--- src/hw/rtl/bpg_pkg.sv ---
// Shared types and constants of the beep pattern generator.
package bpg_pkg;

  // Item kinds carried on the input tuser.
  typedef logic [1:0] bpg_mode_t;
  localparam bpg_mode_t MODE_TICK       = 2'd0;
  localparam bpg_mode_t MODE_PLAY_COUNT = 2'd1;
  localparam bpg_mode_t MODE_PLAY_SL    = 2'd2;
  localparam bpg_mode_t MODE_UNUSED     = 2'd3;

  // Field widths.
  localparam int unsigned COUNT_W  = 5;
  localparam int unsigned MS_W     = 16;
  localparam int unsigned PHASES_W = 6;
  localparam int unsigned SMODE_W  = 2;

  typedef logic [COUNT_W-1:0]  bpg_count_t;
  typedef logic [MS_W-1:0]     bpg_ms_t;
  typedef logic [PHASES_W-1:0] bpg_phases_t;

  // Timing constants in milliseconds.
  localparam bpg_ms_t SHORT_PHASE_MS   = 16'd150;
  localparam bpg_ms_t LONG_PHASE_MS    = 16'd800;
  localparam bpg_ms_t DEFAULT_PHASE_MS = 16'd300;
  localparam bpg_ms_t ELAPSED_MAX      = 16'hFFFF;

  // The short-long pattern has three timed phases: a short on, a short off, then a long on.
  localparam bpg_phases_t SL_PHASES_START = 6'd3;

  // Sound mode after reset.
  localparam logic [SMODE_W-1:0] SMODE_RESET = 2'd2;

  // Buffered input word.
  typedef struct packed {
    bpg_mode_t  mode;
    bpg_count_t beep_count;
    bpg_ms_t    phase_ms;
  } bpg_item_t;

endpackage

--- src/hw/rtl/beep_pattern_generator.sv ---
// Buzzer pattern generator: tick and play commands in, buzzer and busy state out.
//
// Usage:
// - The input stream (s_axis_*) carries one word per tick or command. tuser holds the
//   kind: 0 is a one-millisecond tick, 1 a counted play, 2 the short-long pattern,
//   3 is ignored. tdata holds beep_count and phase_ms for a counted play.
// - The output stream (m_axis_*) returns exactly one word per input word, holding the
//   buzzer and busy state after that word has been applied.
// - sound_mode is to be written through sound_mode_we/sound_mode_wdata while the block is
//   idle; the block does not enforce it. Zero mutes the block, ignoring play commands.
// Timing:
// - An accepted word passes through the input register, then the state update, which
//   loads the output register that drives m_axis.
// - Throughput is one word per cycle unless the receiver stalls; the state update is a
//   single pass of a 16-bit increment, compare and mux.
// - When the receiver stalls, the output register holds its word and the input
//   register fills; s_axis_tready drops only when both are full.
// Reset (rst, synchronous) clears both registers, silences the buzzer, sets the
// phase length to 300 ms and sound_mode to 2.
module beep_pattern_generator
  import bpg_pkg::*;
(
  input  logic               clk,
  input  logic               rst,
  // Configuration register.
  input  logic               sound_mode_we,
  input  logic [SMODE_W-1:0] sound_mode_wdata,
  // Input stream.
  input  logic               s_axis_tvalid,
  output logic               s_axis_tready,
  input  logic [23:0]        s_axis_tdata,  // [4:0] beep_count, [20:5] phase_ms, rest zero
  input  logic [1:0]         s_axis_tuser,  // [1:0] mode
  // Output stream.
  output logic               m_axis_tvalid,
  input  logic               m_axis_tready,
  output logic [7:0]         m_axis_tdata   // [0] buzzer_on, [1] busy_res, rest zero
);

  // Configuration and pattern state.
  logic [SMODE_W-1:0] sound_mode;
  bpg_phases_t        phases_left, phases_left_next;
  bpg_ms_t            elapsed_ms, elapsed_ms_next;
  logic               sounding, sounding_next;
  bpg_ms_t            phase_length, phase_length_next;
  logic               short_long_pattern, short_long_pattern_next;

  // Pipeline registers.
  logic      item_valid;
  bpg_item_t item;
  logic      out_valid;
  logic      out_buzzer, out_busy;

  logic    item_advance;
  bpg_ms_t cur_len;
  bpg_ms_t elapsed_inc;
  logic    play_ok;

  assign item_advance  = item_valid && (!out_valid || m_axis_tready);
  assign s_axis_tready = !item_valid || item_advance;

  assign m_axis_tvalid = out_valid;
  assign m_axis_tdata  = {6'd0, out_busy, out_buzzer};

  // Sound mode register.
  always_ff @(posedge clk) begin
    if (rst) begin
      sound_mode <= SMODE_RESET;
    end else if (sound_mode_we) begin
      sound_mode <= sound_mode_wdata;
    end
  end

  // Input register.
  always_ff @(posedge clk) begin
    if (rst) begin
      item_valid <= 1'b0;
    end else if (s_axis_tready) begin
      item_valid <= s_axis_tvalid;
    end
  end

  always_ff @(posedge clk) begin
    if (s_axis_tready && s_axis_tvalid) begin
      item.mode       <= s_axis_tuser;
      item.beep_count <= s_axis_tdata[COUNT_W-1:0];
      item.phase_ms   <= s_axis_tdata[COUNT_W+MS_W-1:COUNT_W];
    end
  end

  // Length of the phase now playing.
  always_comb begin
    cur_len = phase_length;
    if (short_long_pattern) begin
      if (phases_left == 6'd1) begin
        cur_len = LONG_PHASE_MS;
      end else if (phases_left == 6'd2 || phases_left == 6'd3) begin
        cur_len = SHORT_PHASE_MS;
      end
    end
  end

  assign elapsed_inc = (elapsed_ms == ELAPSED_MAX) ? elapsed_ms : elapsed_ms + 16'd1;
  assign play_ok     = (sound_mode != '0);

  // State update for the buffered word.
  always_comb begin
    phases_left_next        = phases_left;
    elapsed_ms_next         = elapsed_ms;
    sounding_next           = sounding;
    phase_length_next       = phase_length;
    short_long_pattern_next = short_long_pattern;
    unique case (item.mode)
      MODE_TICK: begin
        elapsed_ms_next = elapsed_inc;
        if (phases_left != '0) begin
          if (elapsed_inc >= cur_len) begin
            sounding_next    = !sounding;
            elapsed_ms_next  = '0;
            phases_left_next = phases_left - 6'd1;
          end
        end else begin
          sounding_next = 1'b0;
        end
      end
      MODE_PLAY_COUNT: begin
        if (play_ok && item.beep_count != '0) begin
          short_long_pattern_next = 1'b0;
          phases_left_next        = {item.beep_count, 1'b0} - 6'd1;
          phase_length_next       = item.phase_ms;
          sounding_next           = 1'b1;
          elapsed_ms_next         = '0;
        end
      end
      MODE_PLAY_SL: begin
        if (play_ok) begin
          short_long_pattern_next = 1'b1;
          phases_left_next        = SL_PHASES_START;
          sounding_next           = 1'b1;
          elapsed_ms_next         = '0;
        end
      end
      MODE_UNUSED: begin
        // No meaning; the state stays as it is.
      end
      default: begin
      end
    endcase
  end

  // Pattern state, updated as each word leaves the input register.
  always_ff @(posedge clk) begin
    if (rst) begin
      phases_left        <= '0;
      elapsed_ms         <= '0;
      sounding           <= 1'b0;
      phase_length       <= DEFAULT_PHASE_MS;
      short_long_pattern <= 1'b0;
    end else if (item_advance) begin
      phases_left        <= phases_left_next;
      elapsed_ms         <= elapsed_ms_next;
      sounding           <= sounding_next;
      phase_length       <= phase_length_next;
      short_long_pattern <= short_long_pattern_next;
    end
  end

  // Output register.
  always_ff @(posedge clk) begin
    if (rst) begin
      out_valid <= 1'b0;
    end else if (item_advance) begin
      out_valid <= 1'b1;
    end else if (m_axis_tready) begin
      out_valid <= 1'b0;
    end
  end

  always_ff @(posedge clk) begin
    if (item_advance) begin
      out_buzzer <= sounding_next;
      out_busy   <= (phases_left_next != '0);
    end
  end

  // The short-long pattern never has more than its starting phase count left.
  a_sl_phases: assert property (@(posedge clk) disable iff (rst)
    short_long_pattern |-> (phases_left <= SL_PHASES_START))
    else $error("short-long pattern with too many phases left");

  // An accepted word is in the input register on the next cycle.
  a_in_capture: assert property (@(posedge clk) disable iff (rst)
    (s_axis_tvalid && s_axis_tready) |=> item_valid)
    else $error("accepted word lost from input register");

  // A buffered word that cannot move holds its kind.
  a_item_hold: assert property (@(posedge clk) disable iff (rst)
    (item_valid && !item_advance) |=> (item_valid && $stable(item.mode)))
    else $error("stalled input word changed");

  // The busy flag of a new output word matches the phase count.
  a_busy_match: assert property (@(posedge clk) disable iff (rst)
    item_advance |=> (out_busy == (phases_left != '0)))
    else $error("busy output disagrees with phase count");

endmodule
--- config.mk ---
export PLATFORM = sky130hd
export DESIGN_NAME = beep_pattern_generator
export DESIGN_NICKNAME = d
export VERILOG_FILES = /design/src/hw/rtl/bpg_pkg.sv /design/src/hw/rtl/beep_pattern_generator.sv
export SDC_FILE = /design/constraint.sdc
export NUM_CORES = 1
export LEC_CHECK = 0
export ABC_AREA = 1
export BUFFER_PORTS_ARGS = -buffer_cell sky130_fd_sc_hd__buf_2
export CAP_MARGIN = 10
export CORE_AREA = 4 4 112 156
export DETAILED_ROUTE_END_ITERATION = 8
export DIE_AREA = 0 0 116 160
export GPL_TIMING_DRIVEN = 1
export HOLD_SLACK_MARGIN = 0.15
export PLACE_DENSITY = 0.42
export SLEW_MARGIN = 25
export SYNTH_ARGS = -nofsm -noshare
export SYNTH_HDL_FRONTEND = slang
export SYNTH_SLANG_ARGS = --single-unit
export TNS_END_PERCENT = 20
--- constraint.sdc ---
create_clock -name clk -period 2.9 [get_ports clk]
set_input_delay 0.435 -clock clk [delete_from_list [all_inputs] [get_ports clk]]
set_output_delay 0.435 -clock clk [all_outputs]
set_load 0.005 [all_outputs]
==> qor.yml <==
status: "finished with violations"
violations: "setup timing"
cts_buffer_depth: 2
swShare: 0.282
place_inst: 777
synth_top_area_cell: "dfxtp_1"
port_buffers: 33
async_reset_ff_frac: 0
clk_pin_slew_ps: 70
syn_area_per_cell_um2: 8.10
maxCapViolCount: 0
finalHoldViolCount: 0
final_common_cell: "nand2_1"
hpwl_mm: 7.26
rsz0062_at_grt: "true"
vias: 3478
mappedNetlistArea_um2: 3940
p_leak_nw: 2.39
antenna_found_initial: 0
gr-usage-all-layers: 0.109
timing.final.crit_share: 1.05
vdd_drop_max_mv: 0.248
hold_path.startpoint: "s_axis_tdata[7]"
design.portCount: 43
gp_congestion: 0.817
final_cell_mix: "nand2_1, buf_4, nor2_1, dfxtp_1, buf_2"
clkPwrFrac: 0.445
ys_warn_count: 0
fin_cells: 799
path_common_cell: "nand2_2"
grt_pass1_wl_mm: 16.3
r2r_cells: 20
fin_ws_ps: -146
drive_above_1_share: 0.397
cp.depth: 20
seqPwrFrac: 0.432
first_iter_violations: 111
clk-insertion-delay-late_ps: 340
synth_top_area_share: 0.224
cp-start-kind: "flop"
p_int_mw: 1.77
synth_cell_type_count: 40
synthTopCellsByArea: "dfxtp_1, edfxtp_1, nand2_1, ha_1, nor2_1"
n_antenna_cell: 0
clock_skew_ps: 15.2
die-area_um2: 18600
nets: 655
cp.buffers_inverters: 3
ys_seq_elements: 69
synth_edf_count: 25
r2r_slack_ps: -150
r2r-end: "out_busy"
ys.flop_type: "dfxtp_1"
hold_end: "item[2]"
clock.fmax_mhz: 328
viasPerCell: 4.35
path_class: "reg2reg"
r2r_start: "elapsed_ms[6]"
cpPeakStageDelay_ps: 350
die_w_um: 116
critPathArrivalTime_ps: 3130
cts_made_buffers: 9
ys_seq_area_frac: 0.414
tightestPinTransition_ps: 762
cp-end-kind: "flop"
first_pass_iters: 4
min_path_cells: 1
ant_nets: 0
overflow: 0
drcViolationCount: 0
power.density_nw_per_um2: 451
cp_top_family: "simple AND/OR/NAND/NOR gates"
setup_viol: 21
maxSlewHeadroom: 0.491
final_util: 0.340
power_switching_mw: 0.696
clock-sinks: 69
drt-total-wl_mm: 10.2
crit_fanout: 5
required_ps: 2990
rows: 55
hp-class: "in2reg"
wl_per_cell_um: 12.8
nFillCells: 1715
initial_core_util: 0.245
root_buffer: "clkbuf_16"
period_needed_ps: 3050
first_global_vias: 3445
die_h_um: 160
area_delta_synth_final_pct: 38.9
htree_levels: 3
cts_tree: "yes"
pwr-share-comb: 0.123
crit_chain: "inv_2 -> nor3_2 -> nand4_1 -> nor2_2 -> nand2_2 -> nand4_1 -> xnor2_2 -> ha_1 -> buf_4 -> nand2_2 -> o21ai_2 -> a21oi_4 -> buf_12 -> nand3_1 -> nand3_2 -> nand2_2 -> o21ai_2 -> nand2_1 -> nor2_1 -> nand2_1"
synth_cells: 486
grt_max_degree: 26
crit_slowest_cell: "ha_1"
core_um2: 16100
slew_viol_final: 0
power by group through the flow:
stage               clock (mW)  sequential, mW  combinational, mW
finish                    1.10            1.07              0.304
CTS                       1.13            1.07              0.278
global placement             0            1.09              0.270
detailed placement           0            1.09              0.272
global route              1.17            1.07              0.340
floorplan                    0            1.09              0.176
Yosys cell counts, types with 2 or more instances:
cell / number
o21a_1: 2
a22oi_1: 2
nand2_2: 12
nor3_1: 7
xor2_1: 6
nand3_1: 29
clkinv_1: 4
buf_2: 2
o21ai_1: 8
inv_1: 29
clkbuf_1: 6
edfxtp_1: 25
dfxtp_1: 44
o21ai_0: 24
nand2_4: 5
ha_1: 27
inv_2: 11
a21oi_2: 12
nand2_1: 104
a21oi_1: 31
nor2_1: 53
xnor2_1: 9
nor2_2: 2
nand4_1: 9
buf_4: 8
worst max path at each step:
stage                               from       endpoint  slack, ps
after floorplan           phases_left[0]  elapsed_ms[7]         40
after global placement     elapsed_ms[0]       out_busy       -120
after detailed placement   elapsed_ms[0]       out_busy       -120
after CTS                  elapsed_ms[0]       out_busy        -80
after global routing       elapsed_ms[7]       out_busy       -300
final                      elapsed_ms[6]       out_busy       -150
registers in the layout, summed over array words and instances, names as in the netlist:
name,cells
item,23
sound_mode,2
phase_length,16
out_busy,1
phases_left,6
m_axis_tvalid,1
item_valid,1
sounding,1
short_long_pattern,1
out_buzzer,1
elapsed_ms,16
worst register-to-register path, delay by kind of cell, from the launching register on:
kind	cells	cell delay, ps
AO/OA/AOI/OAI	3	320
XOR/XNOR	1	110
adder cells (fa/ha/maj)	1	350
buffers and inverters	3	350
flip-flops	1	340
AND/OR/NAND/NOR	12	1330
cell type report:
type,count,area [um2],share of cell area
multi-input combinational,361,2320,0.423
sequential,69,1640,0.300
timing repair buffer,110,806,0.147
tap,199,249,0.0455
clock buffer,9,225,0.0412
inverter,44,165,0.0302
clock inverter,7,66.3,0.0121
metal layers:
layer  vias up  part of all wire  global-route usage
met5         -                 0                   0
met2        57              0.50               0.183
met1      1585              0.45               0.138
met4         0             0.019              0.0391
li1       1825                 -                   -
met3        11             0.031              0.0224
metrics by stage:
stage	cell area (um2)	setup TNS (ps)	hold WS [ps]	setup slack (ps)	total power, mW
3_5_place_dp	4830	-396	440	-123	1.36
5_1_grt	5470	-4950	248	-303	2.58
4_1_cts	5190	-221	252	-80.3	2.47
2_1_floorplan	3960	0	424	35.4	1.26
6_report	5470	-1830	263	-146	2.47
3_3_place_gp	4830	-307	438	-120	1.36
logic make-up (layout without fill, tap and decap cells):
kind of cell,count (synthesis),in the layout,share of synthesized area
AO/OA/AOI/OAI,85,85,0.130
other,1,6,0.000952
adder cells (fa/ha/maj),27,27,0.0858
buffers and inverters,61,170,0.0692
AND/OR/NAND/NOR,228,228,0.266
flip-flops,69,69,0.414
XOR/XNOR,15,15,0.0334
repair_timing:
item                       CTS  global route
resized for setup           18            52
pin swaps                   10            30
cloned                       0             1
hold buffers                 0             0
setup endpoints to repair   21            25
buffers inserted             0             5
No activity file was read; power rests on OpenSTA's default activity.
